File: src/shps_pkg.sv
package shps_pkg;

  typedef enum logic [4:0] {
    PH_DORMANT, PH_SYNC, PH_INIT, PH_RUN, PH_FAULT, PH_CBEGIN,
    PH_C0, PH_C1, PH_C2, PH_C3, PH_C4, PH_C5, PH_C6, PH_C7, PH_C8, PH_C9,
    PH_C10, PH_C11
  } phase_t;

  typedef enum logic [2:0] {
    ST_IDLE, ST_DECIDE, ST_WAIT, ST_CHECK, ST_EMIT
  } ctrl_state_t;

  typedef enum logic [2:0] {
    CMD_TICK    = 3'd0,
    CMD_LOAD    = 3'd1,
    CMD_CALIB   = 3'd2,
    CMD_START   = 3'd3,
    CMD_RELEASE = 3'd4,
    CMD_STOP    = 3'd5
  } item_cmd_t;

  typedef enum logic [1:0] {
    KIND_STEP  = 2'd0,
    KIND_SKIP  = 2'd1,
    KIND_COAST = 2'd2,
    KIND_END   = 2'd3
  } kind_t;

  typedef enum logic [2:0] {
    ERR_OK        = 3'd0,
    ERR_UNCAL     = 3'd1,
    ERR_LIMIT     = 3'd2,
    ERR_CAL_FAIL  = 3'd3,
    ERR_BAD_STATE = 3'd4
  } err_t;

  typedef enum logic [2:0] {
    MODE_DORMANT = 3'd0,
    MODE_SYNC    = 3'd1,
    MODE_RUN     = 3'd2,
    MODE_CALIB   = 3'd3,
    MODE_FAULT   = 3'd4
  } mode_t;

  typedef enum logic [2:0] {
    REG_FLIP       = 3'd0,
    REG_START_POS  = 3'd1,
    REG_COAST      = 3'd2,
    REG_CAL_DELAY  = 3'd3,
    REG_MAX_TRAVEL = 3'd4
  } reg_idx_t;

  typedef struct packed {
    logic latch;
    logic exec;
    logic start_scan;
    logic advance;
    logic finish;
    logic emit;
  } ctl_cmd_t;

  typedef struct packed {
    logic need_table;
    logic skip_more;
  } ctl_stat_t;

endpackage

File: src/shps_ctrl.sv
module shps_ctrl (
  input  logic                clk,
  input  logic                rst,
  input  logic                in_valid,
  output logic                in_ready,
  output logic                out_valid,
  input  logic                out_ready,
  input  shps_pkg::ctl_stat_t stat,
  output shps_pkg::ctl_cmd_t  ctl
);

  shps_pkg::ctrl_state_t state, state_next;
  logic out_valid_next;

  always_ff @(posedge clk) begin
    if (rst) begin
      state     <= shps_pkg::ST_IDLE;
      out_valid <= 1'b0;
    end else begin
      state     <= state_next;
      out_valid <= out_valid_next;
    end
  end

  always_comb begin
    state_next = state;
    ctl        = '0;
    in_ready   = 1'b0;
    case (state)
      shps_pkg::ST_IDLE: begin
        in_ready  = 1'b1;
        ctl.latch = in_valid;
        if (in_valid) state_next = shps_pkg::ST_DECIDE;
      end
      shps_pkg::ST_DECIDE: begin
        if (stat.need_table) begin
          ctl.start_scan = 1'b1;
          state_next     = shps_pkg::ST_WAIT;
        end else begin
          ctl.exec   = 1'b1;
          state_next = shps_pkg::ST_EMIT;
        end
      end
      shps_pkg::ST_WAIT: state_next = shps_pkg::ST_CHECK;
      shps_pkg::ST_CHECK: begin
        if (stat.skip_more) begin
          ctl.advance = 1'b1;
          state_next  = shps_pkg::ST_WAIT;
        end else begin
          ctl.finish = 1'b1;
          state_next = shps_pkg::ST_EMIT;
        end
      end
      shps_pkg::ST_EMIT: begin
        if (!out_valid || out_ready) begin
          ctl.emit   = 1'b1;
          state_next = shps_pkg::ST_IDLE;
        end
      end
      default: state_next = shps_pkg::ST_IDLE;
    endcase
  end

  always_comb begin
    if (ctl.emit) out_valid_next = 1'b1;
    else if (out_ready) out_valid_next = 1'b0;
    else out_valid_next = out_valid;
  end

endmodule

File: src/shps_dpath.sv
module shps_dpath #(
  parameter int NUM_PROFILES      = 4,
  parameter int SLOTS_PER_PROFILE = 16
) (
  input  logic                clk,
  input  logic                rst,
  input  shps_pkg::ctl_cmd_t  ctl,
  output shps_pkg::ctl_stat_t stat,
  input  logic                cfg_we,
  input  logic [2:0]          cfg_index,
  input  logic [15:0]         cfg_data,
  input  logic [2:0]          cmd,
  input  logic                left_limit,
  input  logic                right_limit,
  input  logic [1:0]          profile_sel,
  input  logic [3:0]          entry_index,
  input  logic [1:0]          entry_kind,
  input  logic [15:0]         entry_steps,
  input  logic [15:0]         entry_delay,
  input  logic                move_dir,
  input  logic                sync_hold,
  output logic                step_pulse,
  output logic                dir_level,
  output logic signed [23:0]  position,
  output logic [15:0]         travel_span,
  output logic                is_calibrated,
  output logic [2:0]          mode,
  output logic [2:0]          error_code
);

  localparam int DEPTH = NUM_PROFILES * SLOTS_PER_PROFILE;
  localparam int AW    = (DEPTH > 1) ? $clog2(DEPTH) : 1;
  localparam int SW    = $clog2(SLOTS_PER_PROFILE);

  // configuration
  logic        flip;
  logic [15:0] start_pos, coast, max_travel;
  logic [7:0]  cal_delay;

  always_ff @(posedge clk) begin
    if (rst) begin
      flip       <= 1'b0;
      start_pos  <= '0;
      coast      <= '0;
      cal_delay  <= 8'd2;
      max_travel <= 16'd4000;
    end else if (cfg_we) begin
      case (cfg_index)
        shps_pkg::REG_FLIP:       flip       <= cfg_data[0];
        shps_pkg::REG_START_POS:  start_pos  <= cfg_data;
        shps_pkg::REG_COAST:      coast      <= cfg_data;
        shps_pkg::REG_CAL_DELAY:  cal_delay  <= cfg_data[7:0];
        shps_pkg::REG_MAX_TRAVEL: max_travel <= cfg_data;
        default: ;
      endcase
    end
  end

  // latched word
  logic [2:0]  c_cmd;
  logic        c_left, c_right, c_dir, c_sync;
  logic [1:0]  c_psel, c_kind;
  logic [3:0]  c_idx;
  logic [15:0] c_steps, c_delay;

  always_ff @(posedge clk) begin
    if (ctl.latch) begin
      c_cmd   <= cmd;
      c_left  <= left_limit;
      c_right <= right_limit;
      c_psel  <= profile_sel;
      c_idx   <= entry_index;
      c_kind  <= entry_kind;
      c_steps <= entry_steps;
      c_delay <= entry_delay;
      c_dir   <= move_dir;
      c_sync  <= sync_hold;
    end
  end

  // sequencer state
  shps_pkg::phase_t    phase, phase_next;
  shps_pkg::err_t      err, err_next;
  logic                dir_st, dir_st_next, cal, cal_next, pulse, pulse_next;
  logic [23:0]         pos, pos_next;
  logic [15:0]         span, span_next, dly, dly_next, steps, steps_next;
  logic [SW-1:0]       slot, slot_next;
  logic [1:0]          aprof, aprof_next;
  logic signed [17:0]  trav, trav_next;
  logic [SW:0]         scan, scan_next;
  logic                bmode, bmode_next;

  always_ff @(posedge clk) begin
    if (rst) begin
      phase  <= shps_pkg::PH_DORMANT;
      err    <= shps_pkg::ERR_OK;
      dir_st <= 1'b0;
      cal    <= 1'b0;
      pulse  <= 1'b0;
      pos    <= '0;
      span   <= '0;
      dly    <= '0;
      steps  <= '0;
      slot   <= '0;
      aprof  <= '0;
      trav   <= '0;
      scan   <= '0;
      bmode  <= 1'b0;
    end else begin
      phase  <= phase_next;
      err    <= err_next;
      dir_st <= dir_st_next;
      cal    <= cal_next;
      pulse  <= pulse_next;
      pos    <= pos_next;
      span   <= span_next;
      dly    <= dly_next;
      steps  <= steps_next;
      slot   <= slot_next;
      aprof  <= aprof_next;
      trav   <= trav_next;
      scan   <= scan_next;
      bmode  <= bmode_next;
    end
  end

  // profile table: {kind, steps, delay}
  logic [33:0]   table_mem [DEPTH];
  logic [33:0]   rd_data;
  logic [SW:0]   rd_scan, scan_start;
  logic [AW-1:0] rd_addr, wr_addr;
  logic          rd_en, wr_en;
  logic [1:0]    rd_kind;
  logic [15:0]   rd_steps, rd_delay;

  assign rd_kind  = rd_data[33:32];
  assign rd_steps = rd_data[31:16];
  assign rd_delay = rd_data[15:0];

  assign scan_start = (phase == shps_pkg::PH_INIT || steps != 16'd0)
                    ? (SW+1)'(slot) : (SW+1)'(slot) + (SW+1)'(1);
  assign rd_scan = ctl.start_scan ? scan_start : scan + (SW+1)'(1);
  assign rd_en   = (ctl.start_scan || ctl.advance) && (rd_scan < (SW+1)'(SLOTS_PER_PROFILE));
  assign rd_addr = AW'(AW'(aprof) * AW'(SLOTS_PER_PROFILE) + AW'(rd_scan[SW-1:0]));
  assign wr_en   = ctl.exec && (c_cmd == shps_pkg::CMD_LOAD)
                 && (32'(c_psel) < NUM_PROFILES) && (32'(c_idx) < SLOTS_PER_PROFILE);
  assign wr_addr = AW'(AW'(c_psel) * AW'(SLOTS_PER_PROFILE) + AW'(c_idx));

  always_ff @(posedge clk) begin
    if (wr_en) table_mem[wr_addr] <= {c_kind, c_steps, c_delay};
    if (rd_en) rd_data <= table_mem[rd_addr];
  end

  logic scan_in;
  assign scan_in = scan < (SW+1)'(SLOTS_PER_PROFILE);

  assign stat.need_table = (c_cmd == shps_pkg::CMD_TICK) && cal
                         && (phase == shps_pkg::PH_INIT
                             || (phase == shps_pkg::PH_RUN && dly == 16'd0));
  assign stat.skip_more  = bmode && scan_in && (rd_kind == shps_pkg::KIND_SKIP);

  logic signed [17:0] trav_dec;
  logic [15:0]        dly_dec, st_steps;
  assign trav_dec = trav - 18'sd1;
  assign dly_dec  = (dly != 16'd0) ? dly - 16'd1 : 16'd0;
  assign st_steps = !bmode ? steps
                  : (rd_kind == shps_pkg::KIND_COAST) ? coast : rd_steps;

  always_comb begin
    phase_next  = phase;
    err_next    = err;
    dir_st_next = dir_st;
    cal_next    = cal;
    pulse_next  = pulse;
    pos_next    = pos;
    span_next   = span;
    dly_next    = dly;
    steps_next  = steps;
    slot_next   = slot;
    aprof_next  = aprof;
    trav_next   = trav;
    scan_next   = scan;
    bmode_next  = bmode;

    if (ctl.start_scan) begin
      pulse_next = 1'b0;
      scan_next  = scan_start;
      bmode_next = !(phase == shps_pkg::PH_RUN && steps != 16'd0);
    end
    if (ctl.advance) scan_next = rd_scan;

    if (ctl.finish) begin
      if (bmode && (!scan_in || rd_kind == shps_pkg::KIND_END)) begin
        phase_next = shps_pkg::PH_DORMANT;
      end else begin
        if (bmode) slot_next = scan[SW-1:0];
        steps_next = st_steps;
        if (phase == shps_pkg::PH_INIT) begin
          phase_next = shps_pkg::PH_RUN;
        end else if (c_left || c_right) begin
          phase_next = shps_pkg::PH_FAULT;
          err_next   = shps_pkg::ERR_LIMIT;
        end else begin
          dly_next   = rd_delay;
          pulse_next = 1'b1;
          pos_next   = (dir_st == 1'b0) ? pos + 24'd1 : pos - 24'd1;
          steps_next = (st_steps != 16'd0) ? st_steps - 16'd1 : 16'd0;
        end
      end
    end

    if (ctl.exec) begin
      pulse_next = 1'b0;
      case (c_cmd)
        shps_pkg::CMD_TICK: begin
          case (phase)
            shps_pkg::PH_INIT: err_next = shps_pkg::ERR_UNCAL;
            shps_pkg::PH_RUN: begin
              if (!cal) err_next = shps_pkg::ERR_UNCAL;
              else dly_next = dly - 16'd1;
            end
            shps_pkg::PH_CBEGIN: begin
              trav_next   = 18'($signed({2'b00, max_travel}));
              dir_st_next = 1'b0;
              phase_next  = shps_pkg::PH_C0;
            end
            shps_pkg::PH_C0: begin
              if (c_left) begin
                pulse_next = 1'b1;
                trav_next  = trav_dec;
                if (trav_dec <= 18'sd0) begin
                  err_next   = shps_pkg::ERR_CAL_FAIL;
                  phase_next = shps_pkg::PH_DORMANT;
                end
              end else begin
                dir_st_next = 1'b1;
                phase_next  = shps_pkg::PH_C1;
              end
            end
            shps_pkg::PH_C1: begin
              pulse_next = 1'b1;
              if (cal_delay != 8'd0) begin
                dly_next   = {8'd0, cal_delay};
                phase_next = shps_pkg::PH_C2;
              end else phase_next = shps_pkg::PH_C3;
            end
            shps_pkg::PH_C2: begin
              dly_next = dly_dec;
              if (dly_dec == 16'd0) phase_next = shps_pkg::PH_C3;
            end
            shps_pkg::PH_C3: begin
              if (c_left) begin
                pos_next    = '0;
                trav_next   = 18'($signed({2'b00, max_travel}));
                dir_st_next = 1'b0;
                phase_next  = shps_pkg::PH_C4;
              end else phase_next = shps_pkg::PH_C1;
            end
            shps_pkg::PH_C4: begin
              pulse_next = 1'b1;
              pos_next   = pos + 24'd1;
              trav_next  = trav_dec;
              if (trav_dec <= 18'sd0) begin
                err_next   = shps_pkg::ERR_CAL_FAIL;
                phase_next = shps_pkg::PH_DORMANT;
              end else if (cal_delay != 8'd0) begin
                dly_next   = {8'd0, cal_delay};
                phase_next = shps_pkg::PH_C5;
              end else phase_next = shps_pkg::PH_C6;
            end
            shps_pkg::PH_C5: begin
              dly_next = dly_dec;
              if (dly_dec == 16'd0) phase_next = shps_pkg::PH_C6;
            end
            shps_pkg::PH_C6: phase_next = c_right ? shps_pkg::PH_C7 : shps_pkg::PH_C4;
            shps_pkg::PH_C7: begin
              span_next   = pos[15:0];
              cal_next    = 1'b1;
              dir_st_next = 1'b1;
              trav_next   = $signed({2'b00, pos[15:0]}) - $signed({2'b00, start_pos});
              phase_next  = shps_pkg::PH_C8;
            end
            shps_pkg::PH_C8: begin
              pulse_next = 1'b1;
              pos_next   = pos - 24'd1;
              trav_next  = trav_dec;
              if (trav_dec <= 18'sd0) begin
                err_next   = shps_pkg::ERR_OK;
                phase_next = shps_pkg::PH_DORMANT;
              end else if (cal_delay != 8'd0) begin
                dly_next   = {8'd0, cal_delay};
                phase_next = shps_pkg::PH_C9;
              end else phase_next = shps_pkg::PH_C10;
            end
            shps_pkg::PH_C9: begin
              dly_next = dly_dec;
              if (dly_dec == 16'd0) phase_next = shps_pkg::PH_C10;
            end
            shps_pkg::PH_C10: phase_next = (trav == 18'sd0) ? shps_pkg::PH_C11
                                                            : shps_pkg::PH_C8;
            shps_pkg::PH_C11: begin
              err_next   = shps_pkg::ERR_OK;
              phase_next = shps_pkg::PH_DORMANT;
            end
            default: ;
          endcase
        end
        shps_pkg::CMD_CALIB: begin
          if (phase == shps_pkg::PH_DORMANT || phase == shps_pkg::PH_FAULT) begin
            phase_next = shps_pkg::PH_CBEGIN;
            err_next   = shps_pkg::ERR_OK;
          end else err_next = shps_pkg::ERR_BAD_STATE;
        end
        shps_pkg::CMD_START: begin
          if (phase == shps_pkg::PH_DORMANT && 32'(c_psel) < NUM_PROFILES) begin
            aprof_next  = c_psel;
            slot_next   = '0;
            dir_st_next = c_dir;
            dly_next    = '0;
            steps_next  = '0;
            err_next    = shps_pkg::ERR_OK;
            phase_next  = c_sync ? shps_pkg::PH_SYNC : shps_pkg::PH_INIT;
          end else err_next = shps_pkg::ERR_BAD_STATE;
        end
        shps_pkg::CMD_RELEASE: begin
          if (phase == shps_pkg::PH_SYNC) phase_next = shps_pkg::PH_INIT;
        end
        shps_pkg::CMD_STOP: phase_next = shps_pkg::PH_DORMANT;
        default: ;
      endcase
    end
  end

  shps_pkg::mode_t mode_cur;
  always_comb begin
    case (phase)
      shps_pkg::PH_DORMANT: mode_cur = shps_pkg::MODE_DORMANT;
      shps_pkg::PH_SYNC:    mode_cur = shps_pkg::MODE_SYNC;
      shps_pkg::PH_INIT,
      shps_pkg::PH_RUN:     mode_cur = shps_pkg::MODE_RUN;
      shps_pkg::PH_FAULT:   mode_cur = shps_pkg::MODE_FAULT;
      default:              mode_cur = shps_pkg::MODE_CALIB;
    endcase
  end

  // result register
  always_ff @(posedge clk) begin
    if (ctl.emit) begin
      step_pulse    <= pulse;
      dir_level     <= dir_st ^ flip;
      position      <= $signed(pos);
      travel_span   <= span;
      is_calibrated <= cal;
      mode          <= mode_cur;
      error_code    <= err;
    end
  end

endmodule

File: src/stepper_homing_and_profile_sequencer_unit.sv
// channel  signals                                    accepted when
// in       in_valid/in_ready, cmd .. sync_hold        in_valid && in_ready
// out      out_valid/out_ready, step_pulse .. error   out_valid && out_ready
// cfg      cfg_we, cfg_index, cfg_data                cfg_we
// An accepted word is latched, then executed before its result is emitted; a
// running tick that reads the profile table instead examines one slot at a time
// through the single table read port, up to a whole profile when skipping slots.
// Synchronous active-high reset; the table is not cleared.
// A stalled result holds in the output register; the next word is taken
// as soon as the previous result is loaded there.
module stepper_homing_and_profile_sequencer_unit #(
  parameter int NUM_PROFILES      = 4,
  parameter int SLOTS_PER_PROFILE = 16
) (
  input  logic               clk,
  input  logic               rst,
  input  logic               in_valid,
  output logic               in_ready,
  input  logic [2:0]         cmd,
  input  logic               left_limit,
  input  logic               right_limit,
  input  logic [1:0]         profile_sel,
  input  logic [3:0]         entry_index,
  input  logic [1:0]         entry_kind,
  input  logic [15:0]        entry_steps,
  input  logic [15:0]        entry_delay,
  input  logic               move_dir,
  input  logic               sync_hold,
  output logic               out_valid,
  input  logic               out_ready,
  output logic               step_pulse,
  output logic               dir_level,
  output logic signed [23:0] position,
  output logic [15:0]        travel_span,
  output logic               is_calibrated,
  output logic [2:0]         mode,
  output logic [2:0]         error_code,
  input  logic               cfg_we,
  input  logic [2:0]         cfg_index,
  input  logic [15:0]        cfg_data
);

  shps_pkg::ctl_cmd_t  ctl;
  shps_pkg::ctl_stat_t stat;

  shps_ctrl u_ctrl (
    .clk       (clk),
    .rst       (rst),
    .in_valid  (in_valid),
    .in_ready  (in_ready),
    .out_valid (out_valid),
    .out_ready (out_ready),
    .stat      (stat),
    .ctl       (ctl)
  );

  shps_dpath #(
    .NUM_PROFILES      (NUM_PROFILES),
    .SLOTS_PER_PROFILE (SLOTS_PER_PROFILE)
  ) u_dpath (
    .clk           (clk),
    .rst           (rst),
    .ctl           (ctl),
    .stat          (stat),
    .cfg_we        (cfg_we),
    .cfg_index     (cfg_index),
    .cfg_data      (cfg_data),
    .cmd           (cmd),
    .left_limit    (left_limit),
    .right_limit   (right_limit),
    .profile_sel   (profile_sel),
    .entry_index   (entry_index),
    .entry_kind    (entry_kind),
    .entry_steps   (entry_steps),
    .entry_delay   (entry_delay),
    .move_dir      (move_dir),
    .sync_hold     (sync_hold),
    .step_pulse    (step_pulse),
    .dir_level     (dir_level),
    .position      (position),
    .travel_span   (travel_span),
    .is_calibrated (is_calibrated),
    .mode          (mode),
    .error_code    (error_code)
  );

`ifndef SYNTH
  a_busy_after_accept: assert property (@(posedge clk) disable iff (rst)
    in_valid && in_ready |=> !in_ready)
    else $error("accepted a second word right after the first");

  a_out_held: assert property (@(posedge clk) disable iff (rst)
    out_valid && !out_ready |=> out_valid && $stable(position) && $stable(mode)
                                && $stable(error_code) && $stable(step_pulse))
    else $error("stalled result changed before it was taken");

  a_no_step_in_fault: assert property (@(posedge clk) disable iff (rst)
    out_valid && step_pulse |-> mode != shps_pkg::MODE_FAULT)
    else $error("step pulse reported with fault mode");
`endif

endmodule
File: config.mk
export PLATFORM = sky130hd
export DESIGN_NAME = stepper_homing_and_profile_sequencer_unit
export DESIGN_NICKNAME = d
export VERILOG_FILES = /design/src/shps_pkg.sv /design/src/shps_ctrl.sv /design/src/shps_dpath.sv /design/src/stepper_homing_and_profile_sequencer_unit.sv
export SDC_FILE = /design/constraint.sdc
export NUM_CORES = 2
export LEC_CHECK = 0
export BUFFER_PORTS_ARGS = -buffer_cell sky130_fd_sc_hd__buf_2
export CAP_MARGIN = 20
export CORE_ASPECT_RATIO = 2
export CORE_MARGIN = 5
export CORE_UTILIZATION = 55
export DETAILED_ROUTE_END_ITERATION = 10
export PLACE_DENSITY = 0.71
export REMOVE_ABC_BUFFERS = 1
export SETUP_SLACK_MARGIN = 0.5
export SLEW_MARGIN = 10
export SYNTH_ARGS = -nofsm -noshare
export SYNTH_HDL_FRONTEND = slang
export SYNTH_SLANG_ARGS = --single-unit
File: constraint.sdc
create_clock -name clk -period 6.4 [get_ports clk]
set_clock_uncertainty 0.05 [all_clocks]
set_input_delay 1.28 -clock clk [delete_from_list [all_inputs] [get_ports clk]]
set_output_delay 1.28 -clock clk [all_outputs]
set_load 0.05 [all_outputs]
# Word level (Yosys, flattened, before mapping)

Memory sizes are Yosys's and may differ from the RTL's. A register that Yosys moved wholly into a read port is not among the register bits.
Cells that the tools add are included.
Widths: inputs -> output; s select.

Register bits after elaboration: 270
RAM bits: 2176
Bits of input ports: 71
Memories: 1

Memories:

| name              | words | width | read ports | clocked after memory_dff | wr ports | RTL line          | source |
|---|---|---|---|---|---|---|---|
| u_dpath.table_mem | 64    | 34    | 1          | 1                        | 1        | shps_dpath.sv:128 | `logic [33:0] table_mem [DEPTH];` |

$add $sub $neg: 10
Magnitude comparators: 3
Eq/ne operators: 41
Multiplexer cells: 115
Bitwise gates (word level): 1
Reductions and logical operators: 48

Operator list:

| kind                  | number |
|---|---|
| $mux 16               | 20 |
| $mux 24               | 8 |
| $mux 5                | 21 |
| $pmux 18 s5           | 1 |
| $pmux 24 s3           | 1 |
| $pmux 5 s13           | 1 |
| $pmux 16 s4           | 1 |
| $mux 3                | 17 |
| $reduce_bool 16->1    | 3 |
| $eq 5x4->1 const B    | 8 |
| $mux 18               | 2 |
| $logic_not 16->1      | 2 |
| $pmux 16 s2           | 1 |
| $sub 16x1->16 const B | 2 |
| $mux 4                | 7 |
| $pmux 5 s5            | 1 |
| $add 24x1->24 const B | 1 |
| $mux 1                | 24 |
| $sub 24x1->24 const B | 1 |
| $eq 5x3->1 const B    | 4 |
| $eq 3x2->1 const B    | 6 |
| $le 18x1->1 const B   | 1 |
| $logic_not 18->1      | 1 |
| $pmux 3 s6            | 1 |
| other kinds (39)      | 83 |

# Depth between registers and ports, before layout

Depth in word-level cells: 12
Depth in mapped cells: 18

# Cells and area by module

Synthesis repeated with hierarchy kept, for this count alone.

Cell total of the unflattened synthesis: 10984
Area, all modules: 128136.6 sq um

By module, submodules not included:

| module     | times used | cells an instance | area each (sq um) | sequential area each (sq um) |
|---|---|---|---|---|
| shps_dpath | 1          | 10953             | 127886.4          | 72649.7 |
| shps_ctrl  | 1          | 31                | 250.2             | 80.1 |

# Worst setup path before layout

Ideal clock, no wire load.

Path kind: flip-flop to flip-flop
Start: register u_dpath.dly[0]
End: register u_dpath.rd_data[0], read port of u_dpath.table_mem, enable pin
Library setup time: 0.475 ns
Arrival: 4.421 ns
Required time: 5.875 ns
Setup slack: 1.454 ns
Stages on the path, launching flop included: 11
Clock period less this slack: 4.946 ns
Path through: dfxtp_1 -> clkbuf_1 -> inv_1 -> ha_1 -> nor3b_2 -> nand4_2 -> o21a_1 -> buf_4 -> buf_2 -> buf_1 -> o21ai_0

Longest elaborated chain between the ends: 9

Ends and longest elaborated chain:

| item                     | RTL line          | source |
|---|---|---|
| start: declaration       | shps_dpath.sv:86  | `logic [15:0] span, span_next, dly, dly_next, steps, steps_next;` |
| start signal: assignment | shps_dpath.sv:117 | `dly <= dly_next;` |
| $logic_not 16->1 (*)     | shps_dpath.sv:159 | `\|\| (phase == shps_pkg::PH_RUN && dly == 16'd0));` |
| $logic_and 1x1->1 (*)    | shps_dpath.sv:159 |  |
| $logic_or 1x1->1 (*)     | shps_dpath.sv:159 |  |
| $logic_and 1x1->1 (*)    | shps_dpath.sv:158 | `&& (phase == shps_pkg::PH_INIT` |
| $mux 1 (*)               | shps_ctrl.sv:36   | `if (stat.need_table) begin` |
| $mux 2 (*)               | shps_ctrl.sv:29   | `case (state)` |
| $mux 5                   | shps_dpath.sv:142 | `assign rd_scan = ctl.start_scan ? scan_start : scan + (SW+1)'(1);` |
| $lt 5x5->1               | shps_dpath.sv:143 | `assign rd_en = (ctl.start_scan \|\| ctl.advance) && (rd_scan < (SW+1)'(SLOTS_PER_PROFILE));` |
| $logic_and 1x1->1 (*)    | shps_dpath.sv:143 |  |
| net u_dpath.rd_en        | shps_dpath.sv:132 | `logic rd_en, wr_en;` |
| end: declaration         | shps_dpath.sv:129 | `logic [33:0] rd_data;` |

The timed path passes the listed nets; every way through them passes the cells marked *.
A chain may end at the register's enable or synchronous reset.

# Final worst setup path

Start: register u_dpath.phase[3]
End: register u_dpath.rd_data[15], read port of u_dpath.table_mem (data pin)

Longest elaborated chain between the ends: 9

Ends and longest elaborated chain:

| item                     | RTL line          | source |
|---|---|---|
| start: declaration       | shps_dpath.sv:82  | `shps_pkg::phase_t phase, phase_next;` |
| start signal: assignment | shps_dpath.sv:95  | `phase <= shps_pkg::PH_DORMANT;` |
| start signal: assignment | shps_dpath.sv:110 | `phase <= phase_next;` |
| $eq 5x2->1               | shps_dpath.sv:159 |  |
| $logic_and 1x1->1        | shps_dpath.sv:159 |  |
| $logic_or 1x1->1         | shps_dpath.sv:159 |  |
| $logic_and 1x1->1        | shps_dpath.sv:158 |  |
| $mux 1                   | shps_ctrl.sv:36   |  |
| $mux 2                   | shps_ctrl.sv:29   |  |
| $mux 5                   | shps_dpath.sv:142 |  |
| $lt 5x5->1               | shps_dpath.sv:143 |  |
| $logic_and 1x1->1        | shps_dpath.sv:143 |  |

Several ways; a longest one is shown, not always the timed one.

==> impl_metrics.tcl <==
set metrics [dict create \
    grt_pass1_wl_mm 452 \
    wl_per_cell_um 30.5 \
    hold-worst-slack_ns 0.382 \
    place_inst 10000 \
    drc 0 \
    cts_max_level 4 \
    gr-total-overflow 0 \
    synth_area_leaders "edfxtp_1 68%, nand2_1 6.4%, nand3_1 4.7%" \
    root_buffer "clkbuf_16" \
    timing.rr.start "u_dpath.phase[3]$_SDFF_PP0_" \
    die_x_um 314 \
    drt-initial-drc-count 8459 \
    start_util_pct 55.2 \
    synthCells 7771 \
    finalInstanceArea_sq_mm 0.113 \
    end_kind "flip-flop" \
    ys_ff_latch 2480 \
    netlist_top_cells_count "2306 x edfxtp_1, 1743 x nand2_1, 950 x nand3_1, 418 x mux2i_1, 270 x nor2_1" \
    synth-edff-count 2306 \
    maxSlewViolCount 0 \
    dr.pass1.iters 8 \
    avgViaCountPerCell 6.50 \
    synth-async-reset-ratio_pct 0 \
    post-dp-hpwl_mm 202 \
    dpl-instance-area_sq_mm 0.106 \
    gp_congestion 0.945 \
    io_buffer_count 121 \
    ys_seq_area_share_pct 71.6 \
    hp-start "u_dpath.span[7]$_SDFFE_PP0P_" \
    rsz0062_at_grt "no" \
    p_leak_nw 37.4 \
    hold_violations 0 \
    cts_resized 0 \
    fin_crit_sh_pct 90.0 \
    cp-start-kind "flip-flop" \
    std_cell_rows 223 \
    instances_no_fill 10400 \
    rr_endpoint "u_dpath.rd_data[15]$_DFFE_PP_" \
    syn_area_per_cell_sq_um 13.1 \
    die_area_sq_mm 0.194 \
    hold_buffers 0 \
    cts_tree "done" \
    grt_start_max_net_pins 145 \
    vias 67700 \
    outcome "completed" \
    worstRegToRegCells 12 \
    fin_nets 7976 \
    crit_path_start "u_dpath.phase[3]$_SDFF_PP0_" \
    seq_area_sq_mm 0.0727 \
    io_pins 122 \
    yosys.cell_count.top_type "edfxtp_1" \
    powerDensity_mw_per_mm2 280 \
    layout-drive-gt1-share_pct 10.8 \
    whs_endpoint "u_dpath.travel_span[7]$_DFFE_PP_" \
    synth_cell_types 90 \
    wl_mm 318 \
    numCtsBuffers 212 \
    post-route-util_pct 61.4 \
    hold_path_class "reg2reg" \
    fin_crit_ns 5.76 \
    finalPower_w 0.0316 \
    multi_input_area_sq_mm 0.0271 \
    antenna_found_initial 10 \
    slew_headroom_pct 19.3 \
    core_area_sq_mm 0.184 \
    worstMarginPinSlew_ns 1.20 \
    cap_violations 0 \
    die_y_um 618 \
    ys.warnings.count 0 \
    arrival_ns 6.43 \
    clock_latency_ns 0.87 \
    syn_area_sq_mm 0.102 \
    nFillCells 13700 \
    cts_sinks 2480 \
    yosys.area.top_type "edfxtp_1" \
    fmax_ghz 0.174 \
    critPathKind "reg2reg" \
    peakVddDrop_mv 0.214 \
    synth_ff_type "edfxtp_1" \
    holdPathStages 0 \
    post_cts_buffers 0 \
    setup_viol 0 \
    crit_required_ns 7.07 \
    track_usage_pct 32.0 \
    cts_max_path_buffers 4 \
    area_growth_syn_to_layout_pct 11.3 \
    r2r_slack_ns 0.64 \
    yosysTopAreaCellShare_pct 68.1 \
    antenna_left 0 \
    crit_fanout 124 \
    path_clk_slew_ns 0.07 \
    grt_pass1_vias 66700 \
]
cell families after synthesis:
kind of cell    count (synthesis)  synth area share (%)
fa+ha+maj                      27                 0.340
xor+xnor                       80                 0.690
flops                        2480                  71.6
buf+inv                       555                  2.37
mux                           429                  4.25
compound gates                920                  6.59
simple gates                 3280                  14.2
layer usage:
metal,track usage (%),vias to the layer above,share of wire (%)
met5,0,-,0.0041
met3,4.28,1079,8.0
met4,25.2,2,9.8
met1,34.9,33400,32
li1,-,29300,-
met2,55.9,3904,51
layout make-up:
class	instances	share of cell area (%)
sequential	2480	64.3
multi-input combinational	4736	24.0
clock buffer	244	4.91
timing repair buffer	402	2.81
tap	2362	2.61
clock inverter	141	1.25
inverter	46	0.153
antenna	5	0.0111
worst max-delay path, cell delays in order, from the launching register on:
cell,delay [ns]
dfxtp_1,0.53
nor4_4,0.41
nand4_1,0.34
o21a_1,0.33
buf_4,0.27
o31ai_4,0.73
buf_4,0.34
buf_12,0.44
mux2i_1,0.16
mux2i_1,0.50
a21oi_1,0.15
o32ai_1,0.97
o211a_1,0.27
per-stage QoR:
stage | setup WS (ns) | setup TNS (ns)
CTS | 0.728 | 0
finish | 0.642 | 0
detailed placement | 0.778 | 0
global route | 0.595 | 0
global placement | 0.674 | 0
floorplan | -75.75 | -2461.87
report_power, final:
| group | leakage [nW] | switching [W] | internal [W] |
|---|---|---|---|
| logic | 11.8 | 0.000565 | 0.000103 |
| clock network | 3.43 | 0.00586 | 0.00731 |
| registers | 22.2 | 0.0000319 | 0.0178 |
| total | 37.4 | 0.00646 | 0.0252 |
registers in the layout (all words and copies together) (netlist names), 4 cells and up:
name                 count
u_dpath.table_mem     2176
u_dpath.c_steps         16
u_dpath.pos             24
u_dpath.span            16
u_dpath.steps           16
u_dpath.phase            5
u_dpath.c_idx            4
u_dpath.coast           16
u_dpath.travel_span     16
u_dpath.position        24
u_dpath.trav            18
u_dpath.dly             16
u_dpath.c_delay         16
u_dpath.slot             4
u_dpath.cal_delay        8
u_dpath.rd_data         34
u_dpath.scan             5
u_dpath.max_travel      16
u_dpath.start_pos       16
layout by cell type, fill, tap and decap left out, types with 38 or more instances in the layout:
cell type | synthesis | layout
nand3_1 | 950 | 950
xnor2_1 | 48 | 48
clkinv_1 | 0 | 43
dfxtp_1 | 174 | 174
and3_1 | 57 | 57
nor2_4 | 0 | 68
nand4_1 | 39 | 39
inv_1 | 46 | 47
a211oi_1 | 98 | 98
edfxtp_1 | 2306 | 2306
clkbuf_16 | 0 | 216
o221ai_1 | 96 | 96
nand2_1 | 1743 | 1743
buf_2 | 161 | 120
a32oi_1 | 76 | 76
buf_4 | 31 | 245
nor2_1 | 270 | 198
o21ai_0 | 74 | 73
a22oi_1 | 38 | 38
mux2i_1 | 418 | 418
clkinv_2 | 0 | 45
nor3_1 | 52 | 50
a21oi_1 | 174 | 174
a31oi_1 | 105 | 105
worst max-delay path by stage:
stage,endpoint
final,u_dpath.rd_data[15]$_DFFE_PP_
after global routing,u_dpath.rd_data[15]$_DFFE_PP_
after CTS,u_dpath.rd_data[15]$_DFFE_PP_
after detailed placement,u_dpath.rd_data[15]$_DFFE_PP_
after global placement,u_dpath.table_mem[38][22]$_DFFE_PP_
after floorplan,u_dpath.rd_data[17]$_DFFE_PP_
No activity file was read; power rests on OpenSTA's default activity.
